File: src/rtl/tmwf_pkg.sv
package tmwf_pkg;

   localparam int WINDOW_DEF    = 14;
   localparam int CHANNELS_DEF  = 11;
   localparam int TRIM_LOW_DEF  = 2;
   localparam int TRIM_HIGH_DEF = 3;

   localparam int CH_W     = 4;
   localparam int SAMPLE_W = 12;
   localparam int FS_W     = 12;
   localparam int RESULT_W = 16;

   localparam int FULL_CODE = 4095;
   localparam logic [FS_W-1:0] FS_RESET = 12'd3000;

   typedef enum logic [2:0] {
      ST_IDLE,
      ST_WRITE,
      ST_READ,
      ST_RANK,
      ST_MUL,
      ST_DIV_START,
      ST_DIV,
      ST_OUT
   } state_type;

endpackage

File: src/rtl/tmwf_ram.sv
module tmwf_ram #(
   parameter int WIDTH = 12,
   parameter int DEPTH = 154,
   localparam int AddrW = $clog2(DEPTH)
) (
   input  logic             clock,
   input  logic             wr_en,
   input  logic [AddrW-1:0] wr_addr,
   input  logic [WIDTH-1:0] wr_data,
   input  logic [AddrW-1:0] rd_addr,
   output logic [WIDTH-1:0] rd_data
);

   logic [WIDTH-1:0] mem_ff [DEPTH];
   logic [WIDTH-1:0] rd_data_ff;

   always_ff @(posedge clock) begin
      if (wr_en) begin
         mem_ff[wr_addr] <= wr_data;
      end
      rd_data_ff <= mem_ff[rd_addr];
   end

   assign rd_data = rd_data_ff;

endmodule

File: src/rtl/tmwf_divider.sv
module tmwf_divider #(
   parameter int NUM_W = 33,
   parameter int DEN   = 45045
) (
   input  logic             clock,
   input  logic             reset,
   input  logic             start,
   input  logic [NUM_W-1:0] dividend,
   output logic             done,
   output logic [NUM_W-1:0] quotient
);

   localparam int DenW  = $clog2(DEN + 1);
   localparam int Shift = NUM_W + DenW;
   localparam int RecW  = NUM_W + 2;
   localparam int HalfW = (RecW + 1) / 2;
   localparam int PartW = NUM_W + HalfW;
   localparam int AccW  = NUM_W + RecW;
   localparam longint unsigned Recip =
      ((64'd1 << Shift) + 64'(DEN) - 64'd1) / 64'(DEN);
   localparam logic [RecW-1:0]  RecipBits = RecW'(Recip);
   localparam logic [HalfW-1:0] RecipLo   = RecipBits[HalfW-1:0];
   localparam logic [HalfW-1:0] RecipHi   = HalfW'(RecipBits >> HalfW);

   logic [NUM_W-1:0] num_ff, num_in;
   logic [AccW-1:0]  acc_ff, acc_in;
   logic             busy_ff, busy_in;
   logic             hi_ff, hi_in;
   logic             done_ff, done_in;
   logic [HalfW-1:0] mul_b;
   logic [PartW-1:0] part;

   // reciprocal product in two halves on one multiplier
   always_comb begin
      mul_b   = hi_ff ? RecipHi : RecipLo;
      part    = PartW'(num_ff) * PartW'(mul_b);
      num_in  = num_ff;
      acc_in  = acc_ff;
      busy_in = busy_ff;
      hi_in   = hi_ff;
      done_in = 1'b0;
      if (start) begin
         num_in  = dividend;
         acc_in  = '0;
         busy_in = 1'b1;
         hi_in   = 1'b0;
      end else if (busy_ff) begin
         if (hi_ff) begin
            acc_in  = acc_ff + (AccW'(part) << HalfW);
            busy_in = 1'b0;
            done_in = 1'b1;
         end else begin
            acc_in = acc_ff + AccW'(part);
         end
         hi_in = !hi_ff;
      end
   end

   always_ff @(posedge clock) begin
      if (reset) begin
         busy_ff <= 1'b0;
         done_ff <= 1'b0;
         hi_ff   <= 1'b0;
      end else begin
         busy_ff <= busy_in;
         done_ff <= done_in;
         hi_ff   <= hi_in;
      end
      num_ff <= num_in;
      acc_ff <= acc_in;
   end

   assign done     = done_ff;
   assign quotient = NUM_W'(acc_ff >> Shift);

endmodule

File: src/rtl/trimmed_mean_window_filter_top.sv
// channel  direction  handshake             payload
// req      in         req_valid/req_stall   req_channel, req_sample
// rsp      out        rsp_valid/rsp_stall   rsp_channel_out, rsp_filtered_mv_q4
// csr      in         csr_wr_en             csr_wr_data (full scale in mV)
//
// one word at a time; the time from accept to result is set by the window
// read and the rank walk, entry by entry, and the two-step reciprocal divide.
// an out-of-range channel skips these steps and answers with zero.
// windows read as zero after reset through per-entry valid bits.
// req_stall is high from accept until the result word is taken.
module trimmed_mean_window_filter_top import tmwf_pkg::*; #(
   parameter int WINDOW    = WINDOW_DEF,
   parameter int CHANNELS  = CHANNELS_DEF,
   parameter int TRIM_LOW  = TRIM_LOW_DEF,
   parameter int TRIM_HIGH = TRIM_HIGH_DEF
) (
   input  logic                clock,
   input  logic                reset,
   input  logic                req_valid,
   output logic                req_stall,
   input  logic [CH_W-1:0]     req_channel,
   input  logic [SAMPLE_W-1:0] req_sample,
   output logic                rsp_valid,
   input  logic                rsp_stall,
   output logic [CH_W-1:0]     rsp_channel_out,
   output logic [RESULT_W-1:0] rsp_filtered_mv_q4,
   input  logic                csr_wr_en,
   input  logic [FS_W-1:0]     csr_wr_data
);

   localparam int Depth   = CHANNELS * WINDOW;
   localparam int AddrW   = $clog2(Depth);
   localparam int IdxW    = $clog2(WINDOW);
   localparam int CntW    = IdxW + 1;
   localparam int ChIW    = (CHANNELS > 1) ? $clog2(CHANNELS) : 1;
   localparam int Kept    = WINDOW - TRIM_LOW - TRIM_HIGH;
   localparam int KeepHi  = WINDOW - TRIM_HIGH;
   localparam int Den     = (Kept > 0) ? FULL_CODE * Kept : 1;
   localparam int HalfDen = Den / 2;
   localparam int SumW    = $clog2(WINDOW * FULL_CODE + 1);
   localparam int ProdW   = SumW + FS_W;
   localparam int NumW    = ProdW + 4 + 1;

   state_type             state_ff, state_in;
   logic [CntW-1:0]       cnt_ff, cnt_in;
   logic [CH_W-1:0]       ch_ff, ch_in;
   logic [SAMPLE_W-1:0]   smp_ff, smp_in;
   logic [AddrW-1:0]      base_ff, base_in;
   logic [FS_W-1:0]       fs_ff, fs_in;
   logic [SumW-1:0]       sum_ff, sum_in;
   logic [ProdW-1:0]      prod_ff, prod_in;
   logic [RESULT_W-1:0]   res_ff, res_in;
   logic                  rd_vld_ff, rd_vld_in;
   logic [SAMPLE_W-1:0]   win_ff [WINDOW];
   logic [SAMPLE_W-1:0]   win_in [WINDOW];
   logic [IdxW-1:0]       head_ff [CHANNELS];
   logic [IdxW-1:0]       head_in [CHANNELS];
   logic [Depth-1:0]      valid_ff, valid_in;

   logic                  ram_we;
   logic [AddrW-1:0]      ram_wr_addr;
   logic [AddrW-1:0]      ram_rd_addr;
   logic [SAMPLE_W-1:0]   ram_rd_data;
   logic [IdxW-1:0]       rd_idx;
   logic [ChIW-1:0]       chi;
   logic                  div_start;
   logic [NumW-1:0]       div_dividend;
   logic                  div_done;
   logic [NumW-1:0]       div_quot;
   logic [SAMPLE_W-1:0]   rank_x;
   logic [WINDOW-1:0]     less;
   logic [CntW-1:0]       rank;
   logic                  keep;

   tmwf_ram #(
      .WIDTH (SAMPLE_W),
      .DEPTH (Depth)
   ) u_ram (
      .clock   (clock),
      .wr_en   (ram_we),
      .wr_addr (ram_wr_addr),
      .wr_data (smp_ff),
      .rd_addr (ram_rd_addr),
      .rd_data (ram_rd_data)
   );

   tmwf_divider #(
      .NUM_W (NumW),
      .DEN   (Den)
   ) u_div (
      .clock    (clock),
      .reset    (reset),
      .start    (div_start),
      .dividend (div_dividend),
      .done     (div_done),
      .quotient (div_quot)
   );

   // rank of the selected entry, ties broken by slot
   always_comb begin
      rank_x = win_ff[cnt_ff[IdxW-1:0]];
      for (int j = 0; j < WINDOW; j++) begin
         less[j] = (win_ff[j] < rank_x) ||
                   ((win_ff[j] == rank_x) && (CntW'(j) < cnt_ff));
      end
      rank = CntW'($countones(less));
      keep = (int'(rank) >= TRIM_LOW) && (int'(rank) < KeepHi);
   end

   always_comb begin
      state_in     = state_ff;
      cnt_in       = cnt_ff;
      ch_in        = ch_ff;
      smp_in       = smp_ff;
      base_in      = base_ff;
      fs_in        = csr_wr_en ? csr_wr_data : fs_ff;
      sum_in       = sum_ff;
      prod_in      = prod_ff;
      res_in       = res_ff;
      win_in       = win_ff;
      head_in      = head_ff;
      valid_in     = valid_ff;
      chi          = ch_ff[ChIW-1:0];
      rd_idx       = (cnt_ff < CntW'(WINDOW)) ? cnt_ff[IdxW-1:0] : '0;
      ram_rd_addr  = base_ff + AddrW'(rd_idx);
      ram_wr_addr  = base_ff + AddrW'(head_ff[chi]);
      rd_vld_in    = valid_ff[ram_rd_addr];
      ram_we       = 1'b0;
      div_start    = 1'b0;
      div_dividend = NumW'({prod_ff, 4'h0}) + NumW'(HalfDen);
      req_stall    = 1'b1;
      rsp_valid    = 1'b0;
      case (state_ff)
         ST_IDLE: begin
            req_stall = 1'b0;
            if (req_valid) begin
               ch_in   = req_channel;
               smp_in  = req_sample;
               base_in = AddrW'(req_channel) * AddrW'(WINDOW);
               if (int'(req_channel) >= CHANNELS) begin
                  res_in   = '0;
                  state_in = ST_OUT;
               end else begin
                  state_in = ST_WRITE;
               end
            end
         end
         ST_WRITE: begin
            // new sample replaces the oldest slot
            ram_we                = 1'b1;
            valid_in[ram_wr_addr] = 1'b1;
            head_in[chi] = (head_ff[chi] == IdxW'(WINDOW - 1)) ? '0 : head_ff[chi] + 1'b1;
            cnt_in   = '0;
            state_in = ST_READ;
         end
         ST_READ: begin
            if (cnt_ff != '0) begin
               win_in[cnt_ff[IdxW-1:0] - 1'b1] = rd_vld_ff ? ram_rd_data : '0;
            end
            if (cnt_ff == CntW'(WINDOW)) begin
               cnt_in   = '0;
               sum_in   = '0;
               state_in = ST_RANK;
            end else begin
               cnt_in = cnt_ff + 1'b1;
            end
         end
         ST_RANK: begin
            if (keep) begin
               sum_in = sum_ff + SumW'(rank_x);
            end
            cnt_in = cnt_ff + 1'b1;
            if (cnt_ff == CntW'(WINDOW - 1)) begin
               state_in = ST_MUL;
            end
         end
         ST_MUL: begin
            prod_in  = ProdW'(sum_ff) * ProdW'(fs_ff);
            state_in = ST_DIV_START;
         end
         ST_DIV_START: begin
            div_start = 1'b1;
            state_in  = ST_DIV;
         end
         ST_DIV: begin
            if (div_done) begin
               res_in   = RESULT_W'(div_quot);
               state_in = ST_OUT;
            end
         end
         ST_OUT: begin
            rsp_valid = 1'b1;
            if (!rsp_stall) begin
               state_in = ST_IDLE;
            end
         end
         default: begin
            state_in = ST_IDLE;
         end
      endcase
   end

   always_ff @(posedge clock) begin
      if (reset) begin
         state_ff <= ST_IDLE;
         cnt_ff   <= '0;
         fs_ff    <= FS_RESET;
         valid_ff <= '0;
         for (int c = 0; c < CHANNELS; c++) begin
            head_ff[c] <= '0;
         end
      end else begin
         state_ff <= state_in;
         cnt_ff   <= cnt_in;
         fs_ff    <= fs_in;
         valid_ff <= valid_in;
         head_ff  <= head_in;
      end
      ch_ff     <= ch_in;
      smp_ff    <= smp_in;
      base_ff   <= base_in;
      sum_ff    <= sum_in;
      prod_ff   <= prod_in;
      res_ff    <= res_in;
      rd_vld_ff <= rd_vld_in;
      win_ff    <= win_in;
   end

   assign rsp_channel_out    = ch_ff;
   assign rsp_filtered_mv_q4 = res_ff;

endmodule

File: config.mk
export PLATFORM = sky130hd
export DESIGN_NAME = trimmed_mean_window_filter_top
export DESIGN_NICKNAME = d
export VERILOG_FILES = /design/src/rtl/tmwf_pkg.sv /design/src/rtl/tmwf_ram.sv /design/src/rtl/tmwf_divider.sv /design/src/rtl/trimmed_mean_window_filter_top.sv
export SDC_FILE = /design/constraint.sdc
export NUM_CORES = 2
export LEC_CHECK = 0
export BUFFER_PORTS_ARGS = -buffer_cell sky130_fd_sc_hd__buf_4
export CORE_ASPECT_RATIO = 0.75
export CORE_MARGIN = 2
export CORE_UTILIZATION = 30
export CTS_BUF_LIST = sky130_fd_sc_hd__clkbuf_16
export CTS_CLUSTER_SIZE = 16
export DETAILED_ROUTE_END_ITERATION = 8
export PLACE_DENSITY = 0.41
export SYNTH_ARGS = -nofsm -noshare
export SYNTH_HDL_FRONTEND = slang
export SYNTH_SLANG_ARGS = --single-unit
File: constraint.sdc
create_clock -name clock -period 12 [get_ports clock]
set_input_delay 1.2 -clock clock [delete_from_list [all_inputs] [get_ports clock]]
set_output_delay 1.2 -clock clock [all_outputs]
set_load 0.02 [all_outputs]
==> summary.md <==
| Metric | Value |
|---|---|
| CTS tree | done |
| Std-Cell Rows | 203 |
| Most frequent cells in the layout | 2127 x edfxtp_1, 836 x inv_1, 690 x nor2_1, 670 x mux4_2, 544 x ha_1 |
| Crit path required time | 12.76 ns |
| WL per Instance | 25.9 um |
| RSZ-0062 raised after global routing | false |
| Die footprint | 416000 um^2 |
| Area growth syn-to-layout | 13.9% |
| DP HPWL | 251000 um |
| CTS clk-pin slew, worst paths | 0.06 ns |
| Max-cap check violation count | 0 |
| Vias in the first global route | 71700 |
| Final wirelength | 369000 um |
| H-tree levels | 5 |
| I/O Buffers | 54 |
| WHS Endpoint | u_div.acc_ff[12] |
| First-pass GRT wire length | 529000 um |
| Main synth FF type | edfxtp_1 |
| Worst hold-check path type | register to register |
| Die width | 744 um |
| Top delay family on crit path | adder cells |
| Mapped Cells | 8329 |
| Post-synthesis sequential area ratio | 56.7% |
| R2R depth | 30 |
| Total gr overflow | 0 |
| DR vias | 71300 |
| Layout cells sized above 1 | 16.5% |
| Synth warnings | 0 |
| Post-Place Cells | 13700 |
| Buf/Inv on CP | 4 |
| Setup Crit Path Kind | register to register |
| Data arrival time of the critical path | 11.32 ns |
| Ys async rst share | 0% |
| Setup violations, final | 0 |
| Io pins | 55 |
| GPL Wtd Cong | 0.871 |
| Die Y | 559 um |
| Hold depth | 2 |
| Clock Skew | 0.0454 ns |
| Slowest CP cell | inv_2 |
| Largest net degree at the start of global routing | 155 |
| FILL cells | 39300 |
| Relative slew slack | 10.5% |
| Core area | 408000 um^2 |
| Slowest stage delay, CP | 0.74 ns |
| Total CTS buffers | 275 |
| Worst setup margin | 1.44 ns |
| Post-place setup slack | 1.39 ns |
| Status | completed |
| Syn Std Cell Area | 123000 um^2 |
| Worst-Skew Late Latency | 0.92 ns |
| Final layout net count | 9653 |
| Post-layout util | 34.3% |
| Aggregate global-route resource usage | 17.5% |
| Final period utilization | 88.0% |
| Max Buffers Root-to-Sink | 4 |
| Via-to-Cell Ratio | 5.00 |
| Post-synth EDFFs | 2127 |
| Seq cells post-synth | 2426 |
| Starting Density | 30.2% |
| Commonest non-fill, non-tap cell in the layout | edfxtp_1 |
| Max Fclk | 94.7 MHz |
| Fin Setup TNS | 0 ns |
| DR pass1 iterations | 6 |
| Critical hold path startpoint | u_div.acc_ff[12] |
| CP Max Fanout | 39 |
| Endpoint type of the worst setup path | register |
| Setup bufs post-CTS | 0 |
| Number of gates resized after cts | 0 |
| Final hold viol count | 0 |
| Slew Viols, Final | 0 |
| CP Launch Type | register |
| CP dominant cell by count | fa_1 |
| FF-to-FF End | u_div.acc_ff[56] |
| Non-Filler Instances | 14300 |
| Initial antenna violation count | 38 |
| Synthesized area per cell | 14.8 um^2 |
| Worst Max-Slew Pin Slew | 1.33 ns |
| Drc violations | 0 |
| DR iter-0 viols | 7143 |
| Clk root buf | clkbuf_16 |
| Reg-to-Reg Start | u_div.hi_ff |
| Clock sinks | 2426 |
| Post-synth cell types | 88 |
| R2r setup slk | 1.44 ns |
| # hold bufs at CTS | 0 |
| Post-route minimum period | 10.56 ns |
| Antenna Nets Post-Route | 0 |
[kinds of logic (layout without fill, tap and decap cells)]
group	Yosys count	count (layout)	share of synthesized area, %
other	2	41	0.00610
DFF	2426	2426	56.7
muxes	750	750	12.9
xor gates and xnor gates	203	203	1.44
AOI/OAI and AO/OA	1087	1087	5.60
adders and majority gates	1033	1033	13.5
and+or+nand+nor	1708	1708	6.28
buffers and inverters	1120	1575	3.54
[area by class of cell]
type | instances | area, um^2 | share of cell area (%)
antenna | 16 | 40.0 | 0.0286
clock inverter | 211 | 1650 | 1.18
inverter | 774 | 2910 | 2.07
multi-input combinational | 4806 | 49300 | 35.2
clock buffer | 286 | 7160 | 5.11
sequential | 2426 | 69900 | 49.8
timing repair buffer | 304 | 2450 | 1.75
tap | 5432 | 6800 | 4.85
[metrics by stage]
step	instance area [um^2]	hold slack (ns)
6_report	140000	0.453
5_1_grt	140000	0.406
4_1_cts	140000	0.382
3_5_place_dp	131000	0.452
3_3_place_gp	131000	0.444
2_1_floorplan	123000	0.431
[flip-flops by register name, indices dropped and copies added (netlist names), 12 cells and up, named ones only]
name	count
valid_ff	154
smp_ff	12
fs_ff	12
u_div.acc_ff	64
rsp_filtered_mv_q4	16
u_ram.rd_data	12
head_ff	44
u_ram.mem_ff	1848
prod_ff	28
win_ff	168
sum_ff	16
u_div.num_ff	29
[layer usage]
layer  vias to the layer above  GRT usage, %  share of wire, %
li1                      31500             -                 -
met1                     37400          27.8                50
met2                      2026          23.7                40
met3                       366          4.49               7.9
met4                        14          3.33               1.8
met5                         -         0.518              0.11
[synth_stat cells (34+ instances only)]
cell      instances  area (um^2)
edfxtp_1       2127        63900
inv_1           771         2890
nor2_1          716         2690
mux4_2          670        15100
ha_1            545         6820
fa_1            488         9770
nand2_1         424         1590
a21oi_1         400         2000
dfxtp_1         299         5990
clkbuf_1        269         1010
o21ai_0         157          786
xnor2_1         138         1210
and2_1          118          738
a21o_1          112          841
nand4_1          79          494
mux2i_1          78          781
a211oi_1         74          556
nor2b_1          74          463
nand3_1          70          350
nor3_1           65          325
xor2_1           65          569
and3_1           45          282
o21bai_1         44          330
o21a_1           42          315
nand2b_1         36          225
buf_2            34          170
[tightest hold or removal path: stages (launching register included)]
cell and delay (ns):
dfxtp_1 0.31, nand2_1 0.05, a21oi_1 0.05
[worst max path at each step]
| stage | from | endpoint | slack, ns | depth (start not counted) |
|---|---|---|---|---|
| 5_1_grt | u_div.hi_ff | u_div.acc_ff[56] | 0.65 | 30 |
| 3_3_place_gp | u_div.hi_ff | u_div.acc_ff[56] | 1.49 | 30 |
| 4_1_cts | u_div.hi_ff | u_div.acc_ff[56] | 1.38 | 30 |
| 2_1_floorplan | u_div.hi_ff | u_div.acc_ff[56] | 2.65 | 34 |
| 3_5_place_dp | u_div.hi_ff | u_div.acc_ff[56] | 1.39 | 30 |
| 6_report | u_div.hi_ff | u_div.acc_ff[56] | 1.44 | 30 |
Power is not shown: default switching activity piles up to over one toggle a cycle in this logic, so the estimate is an artifact.
